`src/hdl/dip_pkg.sv`:
```
// ----------------------------------------------------------------------------
// dip_pkg
// shared types and constants for the dotted ipv4 text parser
// ----------------------------------------------------------------------------
package dip_pkg;

  // where the parser stands inside the current part
  typedef enum logic [1:0] {
    PH_START  = 2'd0,
    PH_ZERO   = 2'd1,
    PH_DIGITS = 2'd2
  } phase_e;

  // radix of the current part
  typedef enum logic [1:0] {
    RAD_DEC = 2'd0,
    RAD_OCT = 2'd1,
    RAD_HEX = 2'd2
  } radix_e;

  localparam logic [31:0] ADDR_NONE  = 32'hffff_ffff;
  localparam logic [31:0] LIMIT_8B   = 32'h0000_00ff;
  localparam logic [31:0] LIMIT_16B  = 32'h0000_ffff;
  localparam logic [31:0] LIMIT_24B  = 32'h00ff_ffff;

  localparam logic [1:0]  PARTS_MAX  = 2'd3;

  localparam logic [7:0]  CHR_NUL    = 8'h00;
  localparam logic [7:0]  CHR_0      = 8'h30;
  localparam logic [7:0]  CHR_9      = 8'h39;
  localparam logic [7:0]  CHR_LA     = 8'h61;
  localparam logic [7:0]  CHR_LF     = 8'h66;
  localparam logic [7:0]  CHR_UA     = 8'h41;
  localparam logic [7:0]  CHR_UF     = 8'h46;
  localparam logic [7:0]  CHR_LX     = 8'h78;
  localparam logic [7:0]  CHR_UX     = 8'h58;
  localparam logic [7:0]  CHR_DOT    = 8'h2e;
  localparam logic [7:0]  CHR_SPACE  = 8'h20;
  localparam logic [7:0]  CHR_TAB    = 8'h09;
  localparam logic [7:0]  CHR_CR     = 8'h0d;

endpackage

```
`src/hdl/dotted_ipv4_text_parser_core.sv`:
```
// ----------------------------------------------------------------------------
// dotted_ipv4_text_parser_core
// character-serial parser of dotted ipv4 address text (classic inet_addr)
// ----------------------------------------------------------------------------
// usage
//   input channel: one text character per request (text_char_i, last_char_i)
//   under in_valid_i / in_ready_o. a NUL ends the text, last_char_i marks
//   the final character and triggers exactly one result.
//   output channel: one result request (address_o, is_valid_o) under
//   out_valid_o / out_ready_i for each text. an invalid text gives
//   address 0xffffffff with is_valid_o low.
//   timing: a request is captured in the input register and parsed in the
//   following cycle; for a last character the result register loads as the
//   parse stage takes it, and out_valid_o is driven from that register. one
//   character per cycle is sustained unless a last character stalls, the
//   rate set by the single accumulate step (shift-add by the radix) between
//   the registers. characters beyond MAX_CHARS in one text are ignored.
//   reset empties both registers and clears parse state but the stored parts.
//   stall: while the result register is full and not taken, a last
//   character waits in the input register; other characters keep flowing.
// ----------------------------------------------------------------------------
module dotted_ipv4_text_parser_core #(
  parameter int MAX_CHARS = 28
) (
  input  logic        clk_i,
  input  logic        rst_ni,
  input  logic        in_valid_i,
  output logic        in_ready_o,
  input  logic [7:0]  text_char_i,
  input  logic        last_char_i,
  output logic        out_valid_o,
  input  logic        out_ready_i,
  output logic [31:0] address_o,
  output logic        is_valid_o
);
  import dip_pkg::*;

  localparam int CntW = $clog2(MAX_CHARS + 1);
  localparam logic [CntW-1:0] CntMax = CntW'(MAX_CHARS);

  // input register
  logic       in_valid_q;
  logic [7:0] char_q;
  logic       last_q;

  // parse state
  phase_e          phase_q, phase_d;
  radix_e          radix_q, radix_d;
  logic [31:0]     acc_q, acc_d;
  logic [1:0]      parts_q, parts_d;
  logic [7:0]      store_q [3];
  logic [7:0]      store_d [3];
  logic [CntW-1:0] cnt_q, cnt_d;
  logic            stop_q, stop_d;
  logic            err_q, err_d;

  // result register
  logic        out_valid_q;
  logic [31:0] address_q;
  logic        is_valid_q;

  logic        out_free;
  logic        adv;
  logic        active;
  logic        digits_go;
  logic [31:0] acc_base;
  logic [31:0] acc_mul;
  logic [31:0] fin_addr;
  logic        fin_ok;

  // the parse stage moves unless a last character finds the result full
  assign out_free   = !out_valid_q || out_ready_i;
  assign adv        = in_valid_q && (!last_q || out_free);
  assign in_ready_o = !in_valid_q || adv;

  assign active = !stop_q && !err_q && (cnt_q < CntMax);

  // accumulator times radix as shifts and one add
  always_comb begin
    case (radix_d)
      RAD_OCT: acc_mul = acc_base << 3;
      RAD_HEX: acc_mul = acc_base << 4;
      default: acc_mul = (acc_base << 3) + (acc_base << 1);
    endcase
  end

  // one character of parsing
  always_comb begin
    phase_d   = phase_q;
    radix_d   = radix_q;
    acc_d     = acc_q;
    parts_d   = parts_q;
    store_d   = store_q;
    stop_d    = stop_q;
    err_d     = err_q;
    acc_base  = acc_q;
    digits_go = 1'b0;

    if (active) begin
      if (char_q == CHR_NUL) begin
        stop_d = 1'b1;
      end else begin
        digits_go = 1'b1;
        if (phase_q == PH_START) begin
          acc_base = '0;
          acc_d    = '0;
          if (char_q == CHR_0) begin
            phase_d   = PH_ZERO;
            radix_d   = RAD_OCT;
            digits_go = 1'b0;
          end else begin
            phase_d = PH_DIGITS;
            radix_d = RAD_DEC;
          end
        end else if (phase_q == PH_ZERO) begin
          phase_d = PH_DIGITS;
          if (char_q == CHR_LX || char_q == CHR_UX) begin
            radix_d   = RAD_HEX;
            digits_go = 1'b0;
          end
        end

        if (digits_go) begin
          if (char_q inside {[CHR_0:CHR_9]}) begin
            acc_d = acc_mul + {28'd0, char_q[3:0]};
          end else if (radix_d == RAD_HEX &&
                       (char_q inside {[CHR_LA:CHR_LF], [CHR_UA:CHR_UF]})) begin
            // letters a-f: low nibble 1..6 maps to 10..15
            acc_d = acc_mul + {28'd0, char_q[3:0] + 4'd9};
          end else if (char_q == CHR_DOT) begin
            if (parts_q == PARTS_MAX || acc_base > LIMIT_8B) begin
              err_d = 1'b1;
            end else begin
              store_d[parts_q] = acc_base[7:0];
              parts_d          = parts_q + 2'd1;
              acc_d            = '0;
              phase_d          = PH_START;
            end
          end else if (char_q inside {CHR_SPACE, [CHR_TAB:CHR_CR]}) begin
            stop_d = 1'b1;
          end else begin
            err_d = 1'b1;
          end
        end
      end
    end
  end

  assign cnt_d = (cnt_q < CntMax) ? cnt_q + CntW'(1) : cnt_q;

  // the last part fills what the earlier parts leave free
  always_comb begin
    fin_ok   = !err_d;
    fin_addr = acc_d;
    case (parts_d)
      2'd0: begin
        fin_addr = acc_d;
      end
      2'd1: begin
        if (acc_d > LIMIT_24B) fin_ok = 1'b0;
        fin_addr = acc_d | {store_d[0], 24'd0};
      end
      2'd2: begin
        if (acc_d > LIMIT_16B) fin_ok = 1'b0;
        fin_addr = acc_d | {store_d[0], store_d[1], 16'd0};
      end
      default: begin
        if (acc_d > LIMIT_8B) fin_ok = 1'b0;
        fin_addr = acc_d | {store_d[0], store_d[1], store_d[2], 8'd0};
      end
    endcase
  end

  // input register
  always_ff @(posedge clk_i or negedge rst_ni) begin
    if (!rst_ni) begin
      in_valid_q <= 1'b0;
    end else if (in_ready_o) begin
      in_valid_q <= in_valid_i;
    end
  end

  always_ff @(posedge clk_i) begin
    if (in_ready_o && in_valid_i) begin
      char_q <= text_char_i;
      last_q <= last_char_i;
    end
  end

  // parse state, cleared after each text
  always_ff @(posedge clk_i or negedge rst_ni) begin
    if (!rst_ni) begin
      phase_q <= PH_START;
      radix_q <= RAD_DEC;
      acc_q   <= '0;
      parts_q <= '0;
      cnt_q   <= '0;
      stop_q  <= 1'b0;
      err_q   <= 1'b0;
    end else if (adv) begin
      if (last_q) begin
        phase_q <= PH_START;
        radix_q <= RAD_DEC;
        acc_q   <= '0;
        parts_q <= '0;
        cnt_q   <= '0;
        stop_q  <= 1'b0;
        err_q   <= 1'b0;
      end else begin
        phase_q <= phase_d;
        radix_q <= radix_d;
        acc_q   <= acc_d;
        parts_q <= parts_d;
        cnt_q   <= cnt_d;
        stop_q  <= stop_d;
        err_q   <= err_d;
      end
    end
  end

  // stored parts need no reset: read only after written in the same text
  always_ff @(posedge clk_i) begin
    if (adv) begin
      store_q <= store_d;
    end
  end

  // result register
  always_ff @(posedge clk_i or negedge rst_ni) begin
    if (!rst_ni) begin
      out_valid_q <= 1'b0;
    end else if (out_free) begin
      out_valid_q <= adv && last_q;
    end
  end

  always_ff @(posedge clk_i) begin
    if (adv && last_q) begin
      address_q  <= fin_ok ? fin_addr : ADDR_NONE;
      is_valid_q <= fin_ok;
    end
  end

  assign out_valid_o = out_valid_q;
  assign address_o   = address_q;
  assign is_valid_o  = is_valid_q;

  // a finished text always lands in the result register
  a_last_gives_result: assert property (@(posedge clk_i) disable iff (!rst_ni)
    adv && last_q |=> out_valid_q)
    else $error("last character did not produce a result");

  // a failed parse always reports the none address
  a_invalid_none: assert property (@(posedge clk_i) disable iff (!rst_ni)
    out_valid_q && !is_valid_q |-> address_q == ADDR_NONE)
    else $error("invalid result without none address");

  // parse state starts fresh for the next text
  a_state_cleared: assert property (@(posedge clk_i) disable iff (!rst_ni)
    adv && last_q |=> cnt_q == '0 && parts_q == '0 && !err_q && !stop_q)
    else $error("parse state not cleared after text");

  // character count saturates at the limit
  a_cnt_bound: assert property (@(posedge clk_i) disable iff (!rst_ni)
    cnt_q <= CntMax)
    else $error("character count beyond limit");

endmodule
```
`config.mk`:
```
export PLATFORM = sky130hd
export DESIGN_NAME = dotted_ipv4_text_parser_core
export DESIGN_NICKNAME = d
export VERILOG_FILES = /design/src/hdl/dip_pkg.sv /design/src/hdl/dotted_ipv4_text_parser_core.sv
export SDC_FILE = /design/constraint.sdc
export NUM_CORES = 1
export LEC_CHECK = 0
export ABC_AREA = 1
export BUFFER_PORTS_ARGS = -buffer_cell sky130_fd_sc_hd__buf_2
export CORE_ASPECT_RATIO = 2
export CORE_MARGIN = 4
export CORE_UTILIZATION = 58
export CTS_CLUSTER_DIAMETER = 150
export DETAILED_ROUTE_END_ITERATION = 7
export GPL_TIMING_DRIVEN = 0
export PLACE_DENSITY_LB_ADDON = 0.08
export SLEW_MARGIN = 40
export SYNTH_ARGS = -nofsm -noshare
export SYNTH_HDL_FRONTEND = slang
export SYNTH_SLANG_ARGS = --single-unit
```
`constraint.sdc`:
```
create_clock -name clk_i -period 12.7 [get_ports clk_i]
set_clock_uncertainty 0.2 [all_clocks]
set_input_delay 2.54 -clock clk_i [delete_from_list [all_inputs] [get_ports clk_i]]
set_output_delay 2.54 -clock clk_i [all_outputs]
set_load 0.1 [all_outputs]
```
; Yosys cells after proc, flatten, opt, wreduce, memory -nomap -nowiden
; Index checks and enable logic that the tools add are counted.
[word_totals]
in_bits = 13
elab_cells = 173
regBits = 113
out_inout_bits = 35
[op_classes]
n_bitwise = 4
n_eq_ne = 16
magnitude_cmp = 15
add_sub_neg = 6
muxes = 82
n_reduce_logical = 34
[ops]
columns = operator, n
row1 = $mux W32, 11
row2 = $mux W24, 7
row3 = $or A32 B32 Y32, 3
row4 = $pmux W32 S3, 1
row5 = $add A32 B4 Y32, 2
row6 = $gt A32 B8 Y1 const B, 2
row7 = $pmux W32 S2, 1
row8 = $mux W31, 2
row9 = $mux W2, 27
row10 = $add A32 B32 Y32, 1
row11 = $gt A32 B16 Y1 const B, 1
row12 = $gt A32 B24 Y1 const B, 1
row13 = $mux W1, 27
row14 = $bwmux W24, 1
row15 = $eq A8 B6 Y1 const B, 3
row16 = $demux W8 S2, 1
row17 = $eq A8 B7 Y1 const B, 2
row18 = $ge A8 B7 Y1 const B, 2
row19 = $le A8 B7 Y1 const B, 2
row20 = $logic_and A1 B1 Y1, 11
row21 = $mux W5, 2
row22 = $ne A3 B3 Y1 const B, 3
row23 = $eq A2 B2 Y1 const B, 4
row24 = $ge A8 B4 Y1 const B, 1
row25 = other kinds (23), 39

; Logic depth before layout (Yosys ltp)
; Gate-level depths: netlist of run 1.
[depth]
depth_word = 20
mapped_depth = 44
depth_no_buf = 40

; Worst setup path before layout of run 1
; No wires, ideal clock.
[synth_path]
kind = input to output
from = input port out_ready_i
to = output port in_ready_o
n_path_buf = 0
t_required_ns = 9.960
stages = 2
setup_slack_ns = 6.430
arrival_ns = 3.530
path_cell_list = inv_1 -> nand4_1
[synth_between]
elab_chain_cells = 4
[synth_lines]
columns = item, line_no
row1 = from (decl), dotted_ipv4_text_parser_core.sv:32  ; input logic out_ready_i,
row2 = $logic_or A1 B1 Y1, dotted_ipv4_text_parser_core.sv:72  ; assign out_free = !out_valid_q || out_ready_i;
row3 = $logic_or A1 B1 Y1, dotted_ipv4_text_parser_core.sv:73  ; assign adv = in_valid_q && (!last_q || out_free);
row4 = $logic_and A1 B1 Y1, dotted_ipv4_text_parser_core.sv:73
row5 = $logic_or A1 B1 Y1, dotted_ipv4_text_parser_core.sv:74  ; assign in_ready_o = !in_valid_q || adv;
row6 = to (decl), dotted_ipv4_text_parser_core.sv:28  ; output logic in_ready_o,
; No other way between the ends.

; Worst setup path in the final report of run 1
[layout_path]
from = register char_q[0]
to = register address_q[6], in the netlist address_o[6], data pin
[layout_between]
elab_chain_cells = 20
word_cells_on_any_way = 80
classes_between = add/sub (4) / order compare (11) / eq/ne (10) / mux (41) / bitwise (3) / reduce/logical (11)
[layout_lines]
columns = item, line_no
row1 = from (decl), dotted_ipv4_text_parser_core.sv:43  ; logic [7:0] char_q;
row2 = from (signal assigned), dotted_ipv4_text_parser_core.sv:185  ; char_q <= text_char_i;
row3 = branches (longest 20 deep; another with $add A32 B32 Y32), n/a
row4 = to (signal assigned), dotted_ipv4_text_parser_core.sv:239  ; address_q <= fin_ok ? fin_addr : ADDR_NONE;
row5 = to (decl), dotted_ipv4_text_parser_core.sv:59  ; logic [31:0] address_q;
; Parallel ways; which one is timed is not known. The select of a mux whose other input is x is not followed.
; A chain may end at the register's enable or synchronous reset.

==> results of run 1 <==
cell usage in the layout (no fill, tap or decap), drive strengths merged, types with 14 or more instances in the layout:
cell type  netlist  final
nand2          449    449
nand4           19     19
nor2           209    209
edfxtp          66     66
a221o           14     14
ha              45     45
o21ai           97     97
inv            231    231
a21oi          122    122
nor3            16     16
dfrtp           47     47
nand3          211    211
o22ai           37     37
clkbuf          29     61
buf             26     74
worst max-delay path: cells and delay by family, from the launching register on:
family,cells,cell delay (ps)
flip-flops,1,430
AND/OR/NAND/NOR,21,2600
AO/OA/AOI/OAI,6,1540
adder cells (fa/ha/maj),3,760
buffers and inverters,9,2640
per-stage QoR:
| stage | cell area (um^2) | setup slack [ps] | hold WS [ps] | util |
|---|---|---|---|---|
| after floorplan | 11400 | 6430 | 264 | - |
| after global placement | 12000 | 4520 | 280 | 0.618 |
| after detailed placement | 12000 | 4490 | 286 | 0.620 |
| after CTS | 12700 | 4430 | 298 | 0.654 |
| after global routing | 12700 | 3700 | 342 | 0.654 |
| final | 12700 | 4220 | 300 | 0.654 |
flip-flops by register name (all words and copies together), names as in the netlist:
| register | cells |
|---|---|
| acc_q | 32 |
| address_o | 32 |
| store_q | 24 |
| char_q | 8 |
| cnt_q | 5 |
| parts_q | 2 |
| phase_q | 2 |
| radix_q | 2 |
| err_q | 1 |
| in_valid_q | 1 |
| is_valid_o | 1 |
| last_q | 1 |
| out_valid_o | 1 |
| stop_q | 1 |
metal layers:
layer	up-vias	share of wire	global-route usage
li1	5854	-	-
met1	5513	0.32	0.359
met2	541	0.51	0.668
met3	228	0.054	0.0535
met4	0	0.12	0.367
met5	-	0	0
layout make-up:
type                       count  area, um^2
tap                          259         324
timing repair buffer          48         265
inverter                     237         890
clock inverter                 1        3.75
multi-input combinational   1297        7050
fill                        1837        6700
sequential                   113        3160
buffer                        56         315
clock buffer                  32         662
cell usage after synthesis (all sizes together), types with 7 or more instances:
master  number
o221ai       9
edfxtp      66
nand2      449
a22oi       13
o21a         7
nand3      211
xor2        11
a21oi      122
ha          45
inv        231
clkbuf      29
o22ai       37
nand4       19
nor2       209
buf         26
dfrtp       47
o21ai       97
nor3        16
a221o       14
kinds of logic after synthesis:
group | synth area share
XOR/XNOR | 0.00997
buffers and inverters | 0.105
AO/OA/AOI/OAI | 0.169
AND/OR/NAND/NOR | 0.383
flip-flops | 0.277
adder cells (fa/ha/maj) | 0.0546
multiplexers | 0.000986
power groups by stage:
| stage | registers (uW) | logic [uW] | clock network, uW |
|---|---|---|---|
| 2_1_floorplan | 532 | 336 | 0 |
| 3_3_place_gp | 457 | 541 | 0 |
| 3_5_place_dp | 457 | 549 | 0 |
| 4_1_cts | 452 | 553 | 531 |
| 5_1_grt | 455 | 606 | 549 |
| 6_report | 452 | 561 | 528 |
worst paths after layout:
path	start	cells after the start	slack (ps)	end
setup / recovery	char_q[0]	39	4220	address_o[6]
hold / removal	stop_q	2	300	stop_q
setup reg to reg	char_q[0]	39	4220	address_o[6]
hold reg to reg	stop_q	2	300	stop_q
max in group asynchronous	rst_ni	1	9950	acc_q[10]
min in group asynchronous	rst_ni	1	1880	acc_q[27]
==> results.cfg, run 1 <==
[clocking]
cts.path.max_buffers = 3
cts.htree.levels = 4
cts_buffers = 25
postCtsSetupBuffers = 0
ctsHoldBuffers = 0
cts_resized = 0
clk_latency_ps = 470
clock-sinks = 113
clockRootBuffer = clkbuf_16
cts_tree = done
clk_pin_slew_ps = 50

[grt]
grt_overflow_total = 0
grt_max_degree = 48
grt_pass1_wl_um = 63800
antenna_found_initial = 0
track_usage = 0.377
grt_pass1_vias = 12200

[worst_setup_path]
start_kind = flip-flop
cpMaxStageDelayCell = clkbuf_1
worstSetupPathType = reg2reg
crit_required_ps = 12690
cp-end-kind = flip-flop
slowest_delay_ps = 580
cp_max_fo = 10
arrival_ps = 8480

[logic_synthesis]
syn_area_per_cell_um2 = 6.70
synth_top_flop_cell = edfxtp_1
synth_edf_count = 66
synth-seq-cells = 113
syn-num-nets = 1764
postSynthCellCount = 1703
synthArstFlopShare = 0.416
synth_top_area_share = 0.174
yosys.area.top_type = edfxtp_1
synth_area_um2 = 11400
yosysSeqAreaShare = 0.277
synth_cell_type_count = 56
yosysWarnings = 0
synth_area_leaders = edfxtp_1 (17%), nand2_1 (13%), dfrtp_1 (10%), nand3_1 (7.3%), inv_1 (6.9%)

[sta]
min_period_over_period = 0.668
finalSetupTns_ps = 0
worst-slew-pin-transition_ps = 867
slew_headroom = 0.420
rsz0062_at_grt = false
setup_viol = 0
max_freq_ghz = 0.118
slew_viol_final = 0
hold_viol = 0
min_period_ps = 8480

[pwr]
p_leak_uw = 0.00581
p_int_uw = 934
power.switching_uw = 607
pwr-share-clk = 0.342
powerDensity_nw_per_um2 = 122
power_uw = 1540
swShare = 0.394
peakVddDrop_mv = 0.164
p_seq_frac = 0.293
comb_power_share = 0.364

[placed_design]
gp_congestion = 1.00
portBuffers = 47
dp.final_hpwl_um = 32900
dp_cells = 2010

[route]
via_per_inst = 5.94
routedWlPerCell_um = 19.9
post-route-drc-count = 0
vias = 12100
drt_iter0_drc = 875
firstDrtPassIters = 6
drt_wl_total_um = 40600
drtAntennaViolNets = 0

[floorplan]
core_area_um2 = 19400
fp.dieArea_um2 = 22100
die_x_um = 107
row_count = 72
initial_utilization = 0.589
die_y_um = 206
ioPinCount = 48

[layout]
synthToLayoutAreaGrowth_pct = 11.0
drive_gt1_frac = 0.143
fin_nets = 1839
final_cells = 2043
num_antenna_cells = 0

[job]
cap_violations = 0

[status]
outcome = finished clean

[min_path]
hold_class = reg2reg
No activity file was read; power rests on OpenSTA's default activity.
==> run 2: changes to the inputs <==
ABC_AREA = 0   (was 1)
clock period = 7.2 ns   (was 12.7 ns; I/O delays follow)
==> results.cfg, run 2 <==
[status]
outcome = finished clean

[sta]
min_period_ps = 7060
setup_viol = 0
hold_viol = 0
slew_headroom = 0.391
max_freq_ghz = 0.142
finalSetupTns_ps = 0
min_period_over_period = 0.981
slew_viol_final = 0
worst-slew-pin-transition_ps = 907

[clocking]
cts_tree = done
cts.htree.levels = 4
clockRootBuffer = clkbuf_16
cts_buffers = 25
clock-sinks = 113
clk_pin_slew_ps = 50
cts.path.max_buffers = 3
ctsHoldBuffers = 0
clk_latency_ps = 450

[placed_design]
portBuffers = 47
placed_cell_area_um2 = 11500
dp.final_hpwl_um = 32300
gp_congestion = 0.999

[layout]
design_area_um2 = 13100
num_antenna_cells = 0
final_cell_mix = nand2_1 (206), o21ai_0 (90), nor2_1 (74)
synthToLayoutAreaGrowth_pct = 20.6
final_common_cell = nand2_1
fin_nets = 1514
drive_gt1_frac = 0.196

[worst_setup_path]
cpMaxStageDelayCell = edfxtp_1
rr_startpoint = char_q[0]
cp_max_fo = 10
slowest_delay_ps = 440
arrival_ps = 7040
start_kind = flip-flop
worstSetupPathType = reg2reg
critPathLaunch = char_q[0]
cp-end-kind = flip-flop
cpMostUsedCell = buf_8
crit_required_ps = 7180

[logic_synthesis]
yosys.area.top_type = edfxtp_1
synth_edf_count = 66
synth_area_um2 = 10900
postSynthCellCount = 1339
syn_area_per_cell_um2 = 8.14
synth_area_leaders = edfxtp_1 (18%), dfrtp_1 (11%), nand2_1 (7.2%), ha_1 (5.2%), o21ai_0 (4.5%)
yosysSeqAreaShare = 0.290
synth_top_area_share = 0.182
yosysWarnings = 0
synth_top_flop_cell = edfxtp_1
syn-num-nets = 1400
synth_cell_type_count = 101
synth-seq-cells = 113
synthArstFlopShare = 0.416
yosysMostFrequentCell = nand2_1
synth_common_cells = nand2_1 (208), o21ai_0 (97), nor2_1 (81)

[pwr]
powerDensity_nw_per_um2 = 209
peakVddDrop_mv = 0.297
power_uw = 2750
p_leak_uw = 0.00530

[min_path]
min-delay-start = radix_q[0]
hold_class = reg2reg

[job]
cap_violations = 0

[route]
via_per_inst = 7.17
drt_iter0_drc = 990
drt_wl_total_um = 42800
drtAntennaViolNets = 0
firstDrtPassIters = 6
routedWlPerCell_um = 25.6
post-route-drc-count = 0
vias = 12000

[grt]
track_usage = 0.395
grt_pass1_wl_um = 65400
grt_overflow_total = 0
antenna_found_initial = 1
grt_max_degree = 48
grt_pass1_vias = 12000

[floorplan]
die_x_um = 105
ioPinCount = 48
initial_utilization = 0.592
core_area_um2 = 18400
row_count = 70
die_y_um = 202
fp.dieArea_um2 = 21200
## run 2: cell types whose count changed in the layout (fill, tap and decap cells not counted), moves of 19 or more
| cell | delta |
|---|---|
| a21o_1 | +25 |
| a21oi_1 | -55 |
| and2_1 | +36 |
| buf_4 | +42 |
| clkbuf_1 | +19 |
| inv_1 | -185 |
| nand2_1 | -202 |
| nand2_2 | -27 |
| nand3_1 | -139 |
| nand3_2 | -38 |
| nor2_1 | -100 |
| o22ai_1 | -25 |
| xnor2_1 | +24 |
## run 2: what timing repair did
| action | in CTS | in global routing |
|---|---|---|
| resized for setup | 87 | 57 |
| setup endpoints to repair | 56 | 33 |
| pin swaps | 20 | 31 |
| hold endpoints to repair | 0 | 0 |
| buffers inserted | 16 | 28 |
## run 2: logic make-up (layout without fill, tap and decap cells)
kind of cell / after synthesis / in the layout / synth area share
and+or+nand+nor: 535 / 535 / 0.251
xor gates and xnor gates: 56 / 56 / 0.0450
muxes: 10 / 10 / 0.00930
DFF: 113 / 113 / 0.290
AOI/OAI and AO/OA: 452 / 452 / 0.299
buffers and inverters: 125 / 244 / 0.0485
adders and majority gates: 48 / 48 / 0.0572
## run 2: worst paths after layout
path / to / slack [ps] / cells after the start
worst min register to register: radix_q[0] / 340 / 2
max in group asynchronous: acc_q[0] / 5540 / 1
worst max-delay path: address_o[16] / 140 / 33
worst min-delay path: radix_q[0] / 340 / 2
min in group asynchronous: cnt_q[2] / 790 / 1
worst max register to register: address_o[16] / 140 / 33
## run 2: metal layers
| metal | vias to the layer above | track usage | part of all wire |
|---|---|---|---|
| met4 | 0 | 0.365 | 0.11 |
| met2 | 749 | 0.705 | 0.51 |
| met3 | 299 | 0.0492 | 0.060 |
| met5 | - | 0 | 0 |
| li1 | 5330 | - | - |
| met1 | 5618 | 0.386 | 0.32 |
## run 2: power by group
part	internal [uW]	total (uW)	switching, uW
sequential	799	838	38.0
clock	636	941	305
combinational	237	969	733
## run 2: cell type report
cell class	instances	area, um^2
Multi-Input combinational cell	1101	7830
Fill cell	1499	5260
Sequential cell	113	3160
Clock buffer	31	668
Timing Repair Buffer	93	606
Buffer	89	489
Tap cell	216	270
Inverter	30	114
Clock inverter	1	3.75
## run 2: critical path: cells and delay by family (launching register included)
| kind | cells | cell delay, ps |
|---|---|---|
| DFF | 1 | 440 |
| buffers and inverters | 13 | 1780 |
| xor gates and xnor gates | 1 | 70 |
| adders and majority gates | 4 | 1050 |
| and+or+nand+nor | 7 | 1650 |
| AOI/OAI and AO/OA | 8 | 1580 |
## run 2: through the flow
step / worst slack [ps] / hold WS (ps) / instances / utilization
after CTS: 6.16 / 306 / 1648 / 0.689
after detailed placement: -2780 / 299 / 1604 / 0.624
final: 138 / 336 / 1674 / 0.714
after floorplan: 75.9 / 263 / 1339 / -
after global placement: -2800 / 282 / 1602 / 0.620
after global routing: -108 / 357 / 1674 / 0.714
